<file path="config.mk">
export PLATFORM = sky130hd
export DESIGN_NAME = bfcr_ctrl
export DESIGN_NICKNAME = d
export VERILOG_FILES = /design/src/design/bfcr_pkg.sv /design/src/design/bfcr_ctrl.sv
export SDC_FILE = /design/constraint.sdc
export NUM_CORES = 1
export LEC_CHECK = 0
export ABC_AREA = 1
export ABC_CLOCK_PERIOD_IN_PS = 2100
export BUFFER_PORTS_ARGS = -buffer_cell sky130_fd_sc_hd__buf_4
export CAP_MARGIN = 20
export CORE_MARGIN = 5
export CORE_UTILIZATION = 45
export DETAILED_ROUTE_END_ITERATION = 12
export PLACE_DENSITY = 0.69
export SLEW_MARGIN = 20
export SYNTH_ARGS = -nofsm -noshare
export SYNTH_HDL_FRONTEND = slang
export SYNTH_SLANG_ARGS = --single-unit
</file>
<file path="constraint.sdc">
create_clock -name i_clk -period 2.1 [get_ports i_clk]
set_input_delay 0.315 -clock i_clk [delete_from_list [all_inputs] [get_ports i_clk]]
set_output_delay 0.315 -clock i_clk [all_outputs]
set_load 0.01 [all_outputs]
</file>
<file path="src/design/bfcr_pkg.sv">
`timescale 1ns / 1ps

package bfcr_pkg;

    localparam int READ_LEN_W = 7;

    localparam logic [2:0] OP_WRITE    = 3'd0;
    localparam logic [2:0] OP_PEEK     = 3'd1;
    localparam logic [2:0] OP_READ     = 3'd2;
    localparam logic [2:0] OP_ADVANCE  = 3'd3;
    localparam logic [2:0] OP_ROLLBACK = 3'd4;
    localparam logic [2:0] OP_COMMIT   = 3'd5;

    typedef struct packed {
        logic [2:0]  opcode;
        logic [7:0]  write_byte;
        logic [10:0] count;
    } t_in_word;

    typedef struct packed {
        logic [7:0]  data_byte;
        logic        has_data;
        logic        last;
        logic        ok;
        logic        readable;
        logic [10:0] pending_bytes;
    } t_out_word;

    typedef struct packed {
        logic wr;
        logic rd;
        logic th_inc;
        logic th_adv;
        logic th_roll;
        logic ch_commit;
        logic ld_out;
        logic out_from_mem;
        logic out_last;
        logic out_ok;
    } t_cmd;

    typedef struct packed {
        logic                  full;
        logic                  adv_ok;
        logic                  pend_zero;
        logic [READ_LEN_W-1:0] read_len;
    } t_status;

endpackage

</file>
<file path="src/design/bfcr_ctrl.sv">
`timescale 1ns / 1ps

module bfcr_ctrl (
    input  logic              i_clk,
    input  logic              i_rst_n,
    input  logic              i_in_valid,
    input  logic [2:0]        i_opcode,
    output logic              o_in_ready,
    output logic              o_out_valid,
    input  logic              i_out_ready,
    input  bfcr_pkg::t_status i_status,
    output bfcr_pkg::t_cmd    o_cmd
);

    import bfcr_pkg::*;

    typedef enum logic [1:0] {
        S_IDLE = 2'b01,
        S_READ = 2'b10
    } t_state;

    t_state                r_state;
    t_state                n_state;
    logic [READ_LEN_W-1:0] r_remain;
    logic [READ_LEN_W-1:0] n_remain;
    logic                  r_peek;
    logic                  n_peek;
    logic                  r_out_valid;
    logic                  n_out_valid;
    logic                  w_out_free;
    logic                  w_accept;
    t_cmd                  w_cmd;

    assign w_out_free = !r_out_valid || i_out_ready;
    assign o_in_ready = (r_state == S_IDLE) && w_out_free;
    assign w_accept   = i_in_valid && o_in_ready;

    always_comb begin
        w_cmd    = '0;
        n_state  = r_state;
        n_remain = r_remain;
        n_peek   = r_peek;
        unique case (r_state)
            S_IDLE: begin
                if (w_accept) begin
                    w_cmd.ld_out   = 1'b1;
                    w_cmd.out_last = 1'b1;
                    w_cmd.out_ok   = 1'b1;
                    unique case (i_opcode)
                        OP_WRITE: begin
                            w_cmd.wr     = !i_status.full;
                            w_cmd.out_ok = !i_status.full;
                        end
                        OP_PEEK: begin
                            if (!i_status.pend_zero) begin
                                w_cmd.ld_out = 1'b0;
                                w_cmd.rd     = 1'b1;
                                n_remain     = READ_LEN_W'(1);
                                n_peek       = 1'b1;
                                n_state      = S_READ;
                            end
                        end
                        OP_READ: begin
                            if (i_status.read_len != '0) begin
                                w_cmd.ld_out = 1'b0;
                                w_cmd.rd     = 1'b1;
                                n_remain     = i_status.read_len;
                                n_peek       = 1'b0;
                                n_state      = S_READ;
                            end
                        end
                        OP_ADVANCE: begin
                            w_cmd.th_adv = i_status.adv_ok;
                            w_cmd.out_ok = i_status.adv_ok;
                        end
                        OP_ROLLBACK: begin
                            w_cmd.th_roll = 1'b1;
                        end
                        OP_COMMIT: begin
                            w_cmd.ch_commit = 1'b1;
                        end
                        default: begin
                        end
                    endcase
                end
            end
            S_READ: begin
                if (w_out_free) begin
                    w_cmd.ld_out       = 1'b1;
                    w_cmd.out_from_mem = 1'b1;
                    w_cmd.out_ok       = 1'b1;
                    w_cmd.th_inc       = !r_peek;
                    w_cmd.out_last     = (r_remain == READ_LEN_W'(1));
                    n_remain           = r_remain - READ_LEN_W'(1);
                    if (r_remain == READ_LEN_W'(1)) begin
                        n_state = S_IDLE;
                    end else begin
                        w_cmd.rd = 1'b1;
                    end
                end
            end
            default: begin
                n_state = S_IDLE;
            end
        endcase
        n_out_valid = w_cmd.ld_out || (r_out_valid && !i_out_ready);
    end

    always_ff @(posedge i_clk) begin
        if (!i_rst_n) begin
            r_state     <= S_IDLE;
            r_remain    <= '0;
            r_peek      <= 1'b0;
            r_out_valid <= 1'b0;
        end else begin
            r_state     <= n_state;
            r_remain    <= n_remain;
            r_peek      <= n_peek;
            r_out_valid <= n_out_valid;
        end
    end

    assign o_out_valid = r_out_valid;
    assign o_cmd       = w_cmd;

endmodule
</file>
Word-level counts from Yosys, hierarchy flattened
Index checks and enable logic that the tools add are counted.

Add/subtract/negate cells: 1. Equality and inequality tests: 16. Muxes and demuxes: 40. Reductions and logical operators: 16.

Operator list (count): two-way mux 7 bit (4); one-hot mux 7 bit (2 select lines) (2); two-way mux 2 bit (8); two-way mux 1 bit (14); one-hot mux 1 bit (2 select lines) (6); one-hot mux 2 bit (2 select lines) (3); AND reduction 6 bit (2); inequality test 2 bit, second input constant (5); two-way mux 4 bit (2); == test 7 x 1 -> 1 bit, second input constant (1); nonzero test 7 bit (1); subtractor 7 x 1 -> 7 bit, second input constant (1); == test 3 x 2 -> 1 bit, second input constant (2); == test 3 bit, second input constant (2); inequality test 3 bit, second input constant (2); AND reduction 5 bit (1); zero test 1 bit (4); nonzero test 2 bit (2); == test 3 x 1 -> 1 bit, second input constant (1); logical AND 1 bit (3); zero test 3 bit (1); two-way mux 3 bit (1); inequality test 3 x 1 -> 1 bit, second input constant (1); == test 2 x 1 -> 1 bit, second input constant (1); 2 further kinds (3).

Register bits after elaboration: 11. Output and inout bits: 12.

Depth between registers and ports, before layout
Gate-level depths: netlist (run 1).

Word-level depth: 7. Mapped depth: 12. Mapped depth without buffers: 12.

Worst setup path after synthesis (run 1)
Ideal clock, no wire load.

Path kind: register to output. Start point: register r_state[0]. End point: output port o_cmd[1] (netlist name). Arrival: 1429 ps. Required time: 1785 ps. Setup slack: 356 ps. Cell stages (with the launch flop): 10. Buffers on the path: 1. Cells stage by stage: dfxtp_1 > inv_1 > ha_1 > buf_2 > inv_1 > nor2_1 > inv_1 > nor2_1 > nor2_1 > nor2_1.

RTL lines: start: declaration (line bfcr_ctrl.sv:22) `t_state r_state;`; start signal: assignment (line bfcr_ctrl.sv:116) `r_state <= n_state;`; end: declaration (line bfcr_ctrl.sv:12) `output bfcr_pkg::t_cmd o_cmd`.

==> results of run 1 <==
-- flip-flops by register name, summed over array words and instances (netlist names) --
name         count
o_out_valid      1
r_state          2
r_remain         7
r_peek           1
-- cell families (layout without fill, tap and decap cells) --
logic type,count (synthesis),after routing,synth area share (%)
AND/OR/NAND/NOR,120,120,55.73
buffers and inverters,26,57,10.37
AO/OA/AOI/OAI,15,15,7.561
flip-flops,11,11,21.46
adder cells (fa/ha/maj),4,4,4.878
-- through the flow --
step	cells	hold slack, ns	utilization, %	power [mW]
floorplan	176	0.4549	-	0.8316
global placement	231	0.4673	57.97	1.006
detailed placement	231	0.4824	57.97	1.022
CTS	235	0.2826	59.17	1.191
global route	235	0.2822	59.39	1.307
finish	235	0.2857	59.39	1.180
-- power by group through the flow --
stage	Sequential, mW	Combinational [mW]	Clock (mW)
finish	0.316	0.706	0.157
global route	0.325	0.801	0.181
CTS	0.315	0.706	0.169
detailed placement	0.320	0.702	0
global placement	0.317	0.689	0
floorplan	0.308	0.524	0
-- final timing paths --
| kind | start | to | slack (ns) | cells after the start |
|---|---|---|---|---|
| max reg2reg | r_state[1] | r_remain[5] | 0.53 | 12 |
| max | r_state[1] | o_cmd[3] | 0.14 | 11 |
| min reg2reg | r_state[1] | r_state[1] | 0.49 | 2 |
| min | i_rst_n | r_state[0] | 0.29 | 2 |
-- worst max-delay path, stage by stage (launching register included) --
cell	delay, ns
dfxtp_1	0.33
inv_1	0.06
ha_2	0.24
inv_1	0.09
nor2_4	0.14
nand2_4	0.09
clkinv_4	0.08
nand3_1	0.07
nand2_1	0.07
nand2_1	0.06
inv_1	0.05
buf_4	0.11
-- final cells by class --
class	instances	share of cell area [%]
multi-input combinational	139	54.13
sequential	11	16.92
timing repair buffer	29	16.73
inverter	24	7.500
tap	28	2.692
clock buffer	4	2.019
-- cells in the final DEF (no fill, tap or decap), types with 2 or more instances in the layout --
cell	synthesis	routed
nand3_1	20	20
o21ai_1	3	3
nor2_1	26	25
ha_1	4	3
nor2_2	10	11
nor2_4	2	2
nand4_1	3	3
nand2_4	4	4
inv_2	5	5
inv_1	17	17
dfxtp_1	11	11
a21oi_1	6	6
o21ai_0	5	5
clkbuf_4	0	3
buf_4	0	29
nand2_1	49	49
-- what timing repair did --
action	4_1_cts	5_1_grt
gates resized for setup	0	2
endpoints found under the setup margin	0	4
buffers inserted	0	0
-- routing by layer --
layer	vias up	routed length, µm	track usage, %
li1	616	-	-
met1	535	1168	20.51
met2	32	1412	33.39
met3	8	154	4.232
met4	0	47	5.629
met5	-	0	0
==> summary.txt, run 1 <==
Final layout
  • Register area: 220.2 µm²
  • Filler cells: 224
  • # diodes: 0
  • Final instance area: 0.001301 mm²
  • Area growth syn-to-layout: 26.83%
  • Multi-input gate area: 704.4 µm²
  • Layout cell share with drive strength beyond 1: 28.50%
  • Nets: 229

Logic synthesis
  • Sequential-to-total area share from yosys stat: 21.46%
  • Most numerous cell in the Yosys netlist: nand2_1
  • Share of the synthesized area in the top cell type: 21.46%
  • Post-synth ARST share: 0%
  • Gate Count Post-Synth: 176
  • Synth Cell Area: 0.001026 mm²
  • Mean Syn Cell Area: 5.829 µm²
  • Main flop type after synthesis: dfxtp_1
  • Synth Warn #: 0
  • Area contributors post-synth: dfxtp_1, nand2_1, nand3_1
  • Number of flops mapped to enable cells by yosys: 0
  • Top post-synthesis cells by count: nand2_1, nor2_1, nand3_1
  • #FFs+latches synth: 11
  • Cell variety after synth: 25
  • Leading area contributor after synthesis: dfxtp_1
  • Syn nets: 197

Drt
  • Vias: 1191
  • Routed len/inst: 11.84 µm
  • Drt first pass iters: 4
  • Iter 0 DRT Violations: 16
  • DRT Wirelength: 2783 µm
  • DR vias/cell: 5.068
  • DRC Markers: 0
  • Post-DRT Antenna Nets: 0

GRT
  • Vias in the first global route: 1182
  • Total gr overflow: 0
  • First-pass GRT wire length: 4926 µm
  • Pin count of the biggest net entering global routing: 10
  • Initial antenna violation count: 0
  • GRT Total Usage: 18.17%

STA
  • Slew Viols, Final: 0
  • Fin. Hold Viols: 0
  • Period minus WS final: 1.963 ns
  • Slew margin rel.: 80.76%
  • Final Cycle Share: 93.49%
  • RSZ-0062 raised after global routing: no
  • Worst-Margin Slew: 0.2859 ns
  • Setup WS post-layout: 0.1367 ns
  • Endpoints failing setup: 0
  • Fin Clk Skew: 0.005838 ns
  • Setup TNS: 0 ns
  • Max Clk Rate: 0.5094 GHz

Worst setup path
  • Req. time, crit path: 1.78 ns
  • Worst Setup Start Kind: flip-flop
  • Worst Path Arrival: 1.65 ns
  • Worst setup EP type: output pin
  • CP Max Fanout: 7
  • Crit Path Category: flip-flop to output pin

Clocking
  • Clock Latency Late Sink: 0.27 ns
  • CTS Hold Bufs: 0
  • Clk buf depth: 2
  • CTS tree: done
  • CTS buffer count: 3
  • H-tree depth: 1
  • Clock root buffer: clkbuf_4
  • CTS sink cnt: 11
  • Clock transition at path regs: 0.08 ns

Pwr
  • Gate power share: 59.9%
  • Register share of total power: 26.8%
  • Sw Share: 48.01%
  • Maximum VDD drop: 0.5433 mV
  • Internal Pwr Total: 613.5 µW
  • Switching pwr: 566.5 µW
  • Clk pwr share: 13.3%
  • P_leak: 0.6670 nW
  • Power per cell area: 906.8 mW/mm²

Floorplan
  • Die Span X: 57.75 µm
  • Site Rows: 17
  • Die Footprint: 0.003335 mm²
  • Initial core utilization: 46.83%
  • Die Y: 57.75 µm
  • Placeable Area: 0.002191 mm²
  • # IOs: 29

Hold path
  • HP Class: input pin to flip-flop

Place
  • GP Congestion: 0.8998
  • Placed wire-length estimate: 2283 µm
  • Placed cell area: 0.001270 mm²
  • Pre-CTS WS: 0.3735 ns
  • PortBufs: 28

Outcome
  • Outcome: completed

Flow run
  • Max-cap viol count: 0
Note: power is estimated with default switching activity, not from simulation.
==> inputs of run 2 (changes only) <==
SETUP_SLACK_MARGIN = 0.4   (was unset)
==> summary.txt, run 2 (synthesized netlist as in run 1, its figures left out) <==
Outcome
  • Outcome: completed

Pwr
  • Register share of total power: 24.7% (-2.1 points)
  • Switching pwr: 612.5 µW (+8.1%)
  • P_leak: 0.7345 nW (+10%)
  • Gate power share: 63.8% (+3.9 points)
  • Clk pwr share: 11.5% (-1.8 points)
  • Post-layout power: 1.337 mW (+13%)
  • Sw Share: 45.82% (-2.2 points)
  • Internal Pwr Total: 724.3 µW (+18%)
  • Maximum VDD drop: 0.6579 mV (+21%)
  • Power per cell area: 911.6 mW/mm² (+0.53%)

Hold path
  • Hold Path End: r_state[0]
  • Worst Hold Depth: 2 (unchanged)
  • HP Class: input pin to flip-flop
  • Hold path start: i_rst_n

Clocking
  • CTS tree: done
  • Clock Latency Late Sink: 0.27 ns (about the same)
  • H-tree depth: 1 (unchanged)
  • CTS buffer count: 3 (unchanged)
  • CTS Hold Bufs: 0 (unchanged)
  • Clk buf depth: 2 (unchanged)
  • Clock root buffer: clkbuf_4
  • CTS sink cnt: 11 (unchanged)
  • Clock transition at path regs: 0.07 ns (about the same)

Drt
  • DR vias/cell: 4.984 (-1.7%)
  • DRC Markers: 0 (unchanged)
  • Vias: 1236 (+3.8%)
  • DRT Wirelength: 2923 µm (+5.0%)
  • Iter 0 DRT Violations: 40 (+24)
  • Drt first pass iters: 4 (unchanged)
  • Post-DRT Antenna Nets: 0 (unchanged)
  • Routed len/inst: 11.79 µm (-0.48%)

GRT
  • Vias in the first global route: 1165 (-1.4%)
  • GR Layer Usage met3: 4.009% (-0.22 points)
  • Pin count of the biggest net entering global routing: 10 (unchanged)
  • Gr busiest metal: met2
  • GRT Total Usage: 17.84% (-0.33 points)
  • First-pass GRT wire length: 4788 µm (-2.8%)
  • Initial antenna violation count: 0 (unchanged)
  • Total gr overflow: 0 (unchanged)
  • M2 GR Usage: 32.90% (-0.48 points)
  • Met1 usage: 20.21% (-0.29 points)

Worst setup path
  • CP max stage delay: 0.34 ns (about the same)
  • CP bufs+invs: 5 (unchanged)
  • R2r startpoint: r_state[1]
  • Largest delay contributor family on the critical path: simple AND/OR/NAND/NOR gates
  • Req. time, crit path: 1.78 ns (about the same)
  • Slowest cell on crit path: dfxtp_2
  • Worst setup EP type: output pin
  • Worst Path Arrival: 1.46 ns (-0.19 ns)
  • Most frequent CP cell: nand2_1
  • Crit path depth: 11 (unchanged)
  • Worst R2R End: o_out_valid
  • R2R cell count: 15 (+3)
  • CP Max Fanout: 6 (-1)
  • Worst Setup Start Kind: flip-flop
  • Crit Path Category: flip-flop to output pin
  • R2r setup slk: 0.36 ns (-0.17 ns)
  • Cell Chain, Critical Path: inv_2 > ha_4 > inv_4 > nor2_4 > nand2_4 > clkinv_4 > nand3_2 > nand2_1 > nand2_1 > inv_1 > buf_4

Place
  • PortBufs: 28 (unchanged)
  • GP Congestion: 0.9024 (+0.29%)
  • Placed cell area: 0.001272 mm² (+0.20%)
  • Inst Count DP: 231 (unchanged)
  • Placed wire-length estimate: 2204 µm (-3.5%)
  • Pre-CTS WS: 0.3870 ns (+0.01349 ns)

Final layout
  • Final Util: 66.93% (+7.5 points)
  • Largest register by flop count: r_remain
  • Layout cell share with drive strength beyond 1: 40.45% (+12 points)
  • Most common cell after layout, fill and taps aside: nand2_1
  • Register area: 229.0 µm² (+4.0%)
  • Most frequent cells in the layout: nand2_1, buf_4, nor2_1
  • Final instance area: 0.001466 mm² (+13%)
  • Area growth syn-to-layout: 42.93%
  • Fin cells: 248 (+5.5%)
  • Max reg flops: 7 (unchanged)
  • Nets: 242 (+5.7%)
  • Top flop regs: r_remain x7, r_state x2
  • Multi-input gate area: 745.7 µm² (+5.9%)
  • # diodes: 0 (unchanged)
  • Filler cells: 185 (-17%)

Floorplan
  • Die Footprint: 0.003335 mm² (unchanged)
  • Placeable Area: 0.002191 mm² (unchanged)
  • Die Span X: 57.75 µm (unchanged)
  • Initial core utilization: 46.83% (unchanged)
  • Site Rows: 17 (unchanged)
  • # IOs: 29 (unchanged)
  • Die Y: 57.75 µm (unchanged)

STA
  • Worst-Margin Slew: 0.3066 ns (+0.02065 ns)
  • Hold WS: 0.2997 ns (+0.01405 ns)
  • Final Cycle Share: 84.67% (-8.8 points)
  • Period minus WS final: 1.778 ns (-0.1852 ns)
  • Fin. Hold Viols: 0 (unchanged)
  • Slew Viols, Final: 0 (unchanged)
  • Endpoints failing setup: 0 (unchanged)
  • Max Clk Rate: 0.5624 GHz (+10%)
  • Setup WS post-layout: 0.3220 ns (+0.1852 ns)
  • Slew margin rel.: 79.37% (-1.4 points)
  • Setup TNS: 0 ns (unchanged)
  • Fin Clk Skew: 0.007803 ns (+0.001965 ns)
  • RSZ-0062 raised after global routing: yes

Flow run
  • Max-cap viol count: 0 (unchanged)
-- run 2: cell types whose count changed in the layout (fill, tap and decap cells not counted), sizes merged --
cell  before  now
buf       29   42
-- run 2: power by group through the flow --
stage               Clock (mW)  Sequential, mW  Combinational [mW]
floorplan                    0           0.308               0.525
global placement             0           0.317               0.690
detailed placement           0           0.320               0.697
CTS                      0.164           0.327               0.794
global route             0.175           0.340               0.951
finish                   0.154           0.331               0.852
-- run 2: worst max-delay path by stage --
stage | start | endpoint
6_report | r_state[1] | o_cmd[3]
5_1_grt | r_state[1] | o_cmd[3]
4_1_cts | r_state[1] | o_cmd[3]
3_5_place_dp | r_state[1] | o_cmd[3]
3_3_place_gp | r_state[1] | o_cmd[3]
2_1_floorplan | r_state[0] | o_cmd[1]
-- run 2: final cells by class --
type	count	share of cell area (%)
multi-input cells	139	50.85
repair buffers	42	22.53
inverters	24	6.826
clock buffers	4	1.792
well taps	28	2.389
flip-flops and latches	11	15.61
-- run 2: routing by layer --
metal	share of wire, %	up-vias
met5	0	-
met4	0.48	0
met3	7.0	2
met2	52	44
met1	41	547
li1	-	643
-- run 2: repair_timing --
item                       CTS  global route
pin swaps                    6             4
setup endpoints to repair    9             8
resized for setup           18             9
buffers inserted            10             3
==> inputs of run 3 (changes only) <==
ABC_CLOCK_PERIOD_IN_PS = 1450   (was 2100)
PLACE_DENSITY = 0.71   (was 0.69)
clock period = 1.45 ns   (was 2.1 ns; I/O delays follow)
==> summary.txt, run 3 (synthesized netlist as in run 1, its figures left out) <==
Worst setup path
  • Cell Chain, Critical Path: inv_2 > ha_4 > inv_2 > nor2_4 > nand2_4 > clkinv_4 > nand3_2 > nand2_2 > nand2_2 > inv_2 > buf_6
  • Slowest cell on crit path: dfxtp_2
  • Req. time, crit path: 1.23 ns (-0.55 ns)
  • Most frequent CP cell: inv_2
  • Worst setup EP type: output pin
  • CP bufs+invs: 5 (unchanged)
  • Worst Setup Start Kind: flip-flop
  • R2r startpoint: r_remain[1]
  • CP max stage delay: 0.33 ns (about the same)
  • Critical path origin: r_state[1]
  • Largest delay contributor family on the critical path: simple AND/OR/NAND/NOR gates
  • Worst Path Arrival: 1.52 ns (+0.06 ns)
  • CP Max Fanout: 5 (-1)
  • Crit Path Category: flip-flop to output pin

Clocking
  • H-tree depth: 1 (unchanged)
  • CTS sink cnt: 11 (unchanged)
  • Clk buf depth: 2 (unchanged)
  • CTS Hold Bufs: 0 (unchanged)
  • Clock Latency Late Sink: 0.27 ns (about the same)
  • Clock transition at path regs: 0.07 ns (about the same)
  • CTS buffer count: 3 (unchanged)
  • CTS tree: done
  • Clock root buffer: clkbuf_4

STA
  • Max Clk Rate: 0.5743 GHz
  • Setup WS post-layout: -0.2912 ns (-0.6131 ns)
  • Slew Viols, Final: 0 (unchanged)
  • Endpoints failing setup: 21 (+21)
  • Final Cycle Share: 120.1%
  • Fin Clk Skew: 0.003364 ns (-0.004439 ns)
  • Fin. Hold Viols: 0 (unchanged)
  • RSZ-0062 raised after global routing: yes
  • Period minus WS final: 1.741 ns
  • Setup TNS: -3.802 ns (-3.802 ns)
  • Worst-Margin Slew: 0.3384 ns (+0.03182 ns)
  • Slew margin rel.: 77.29% (-2.1 points)

Floorplan
  • Site Rows: 17 (unchanged)
  • Placeable Area: 0.002191 mm² (unchanged)
  • Die Span X: 57.75 µm (unchanged)
  • Die Footprint: 0.003335 mm² (unchanged)
  • Initial core utilization: 46.83% (unchanged)
  • Die Y: 57.75 µm (unchanged)
  • # IOs: 29 (unchanged)

Place
  • Placed wire-length estimate: 2407 µm (+9.2%)
  • Pre-CTS WS: -0.005247 ns (-0.3922 ns)
  • Placed cell area: 0.001436 mm² (+13%)
  • PortBufs: 28 (unchanged)
  • GP Congestion: 0.9121 (+1.1%)

Drt
  • DRT Wirelength: 4022 µm (+38%)
  • Routed len/inst: 14.95 µm (+27%)
  • Drt first pass iters: 4 (unchanged)
  • Vias: 1396 (+13%)
  • DR vias/cell: 5.190 (+4.1%)
  • DRC Markers: 0 (unchanged)
  • Post-DRT Antenna Nets: 0 (unchanged)
  • Iter 0 DRT Violations: 55 (+38%)

Final layout
  • Nets: 263 (+8.7%)
  • Largest register by flop count: r_remain
  • Filler cells: 135 (-27%)
  • Final Util: 84.01% (+17 points)
  • Max reg flops: 7 (unchanged)
  • Final instance area: 0.001841 mm² (+26%)
  • # diodes: 0 (unchanged)
  • Layout cell share with drive strength beyond 1: 56.43% (+16 points)
  • Area growth syn-to-layout: 79.39%
  • Most frequent cells in the layout: buf_4, nand2_1, nor2_1
  • Most common cell after layout, fill and taps aside: buf_4
  • Top flop regs: r_remain x7, r_state x2

Outcome
  • Outcome: finished with violations
  • Failing checks: setup timing

GRT
  • Initial antenna violation count: 0 (unchanged)
  • Vias in the first global route: 1338 (+15%)
  • Pin count of the biggest net entering global routing: 10 (unchanged)
  • Total gr overflow: 0 (unchanged)
  • First-pass GRT wire length: 5520 µm (+15%)
  • GRT Total Usage: 20.94% (+3.1 points)

Pwr
  • P_leak: 0.8814 nW (+20%)
  • Post-layout power: 2.527 mW (+89%)
  • Power per cell area: 1373 mW/mm² (+51%)
  • Maximum VDD drop: 1.166 mV (+77%)

Flow run
  • Max-cap viol count: 0 (unchanged)

Hold path
  • Hold path start: i_rst_n
  • HP Class: input pin to flip-flop
[run 3: area by class of cell]
class / count / area (µm²) / share of cell area [%]
multi-input combinational: 139 / 932.1 / 50.65
timing repair buffer: 63 / 510.5 / 27.74
sequential: 11 / 229.0 / 12.44
inverter: 24 / 107.6 / 5.846
tap: 28 / 35.03 / 1.903
clock buffer: 4 / 26.28 / 1.428
[run 3: worst paths after layout]
check             depth (start not counted)  slack (ns)          end
hold reg to reg                           2        0.54  o_out_valid
hold / removal                            2        0.19   r_state[0]
setup / recovery                         11       -0.29     o_cmd[3]
setup reg to reg                         13       -0.21   r_state[0]
[run 3: power by group]
| group | switching [mW] | leakage, nW | internal (mW) | total [mW] |
|---|---|---|---|---|
| Clock | 0.106 | 0.0150 | 0.107 | 0.213 |
| Sequential | 0.0852 | 0.0916 | 0.389 | 0.474 |
| Combinational | 0.964 | 0.775 | 0.876 | 1.84 |
| Total | 1.16 | 0.881 | 1.37 | 2.53 |
[run 3: what timing repair did]
item / 4_1_cts / 5_1_grt
gates resized for setup: 29 / 31
pin swaps: 16 / 13
endpoints found under the setup margin: 22 / 22
setup buffers: 14 / 6
[run 3: metal layers]
layer / global-route usage (%) / wire, µm
met5: 0 / 0
met2: 40.48 / 2225
met1: 20.99 / 1500
met3: 6.013 / 177
met4: 7.285 / 118
[run 3: through the flow]
step	hold WS (ns)	instances
2_1_floorplan	0.3753	176
3_3_place_gp	0.4608	245
3_5_place_dp	0.4702	245
4_1_cts	0.1740	263
5_1_grt	0.1761	269
6_report	0.1852	269
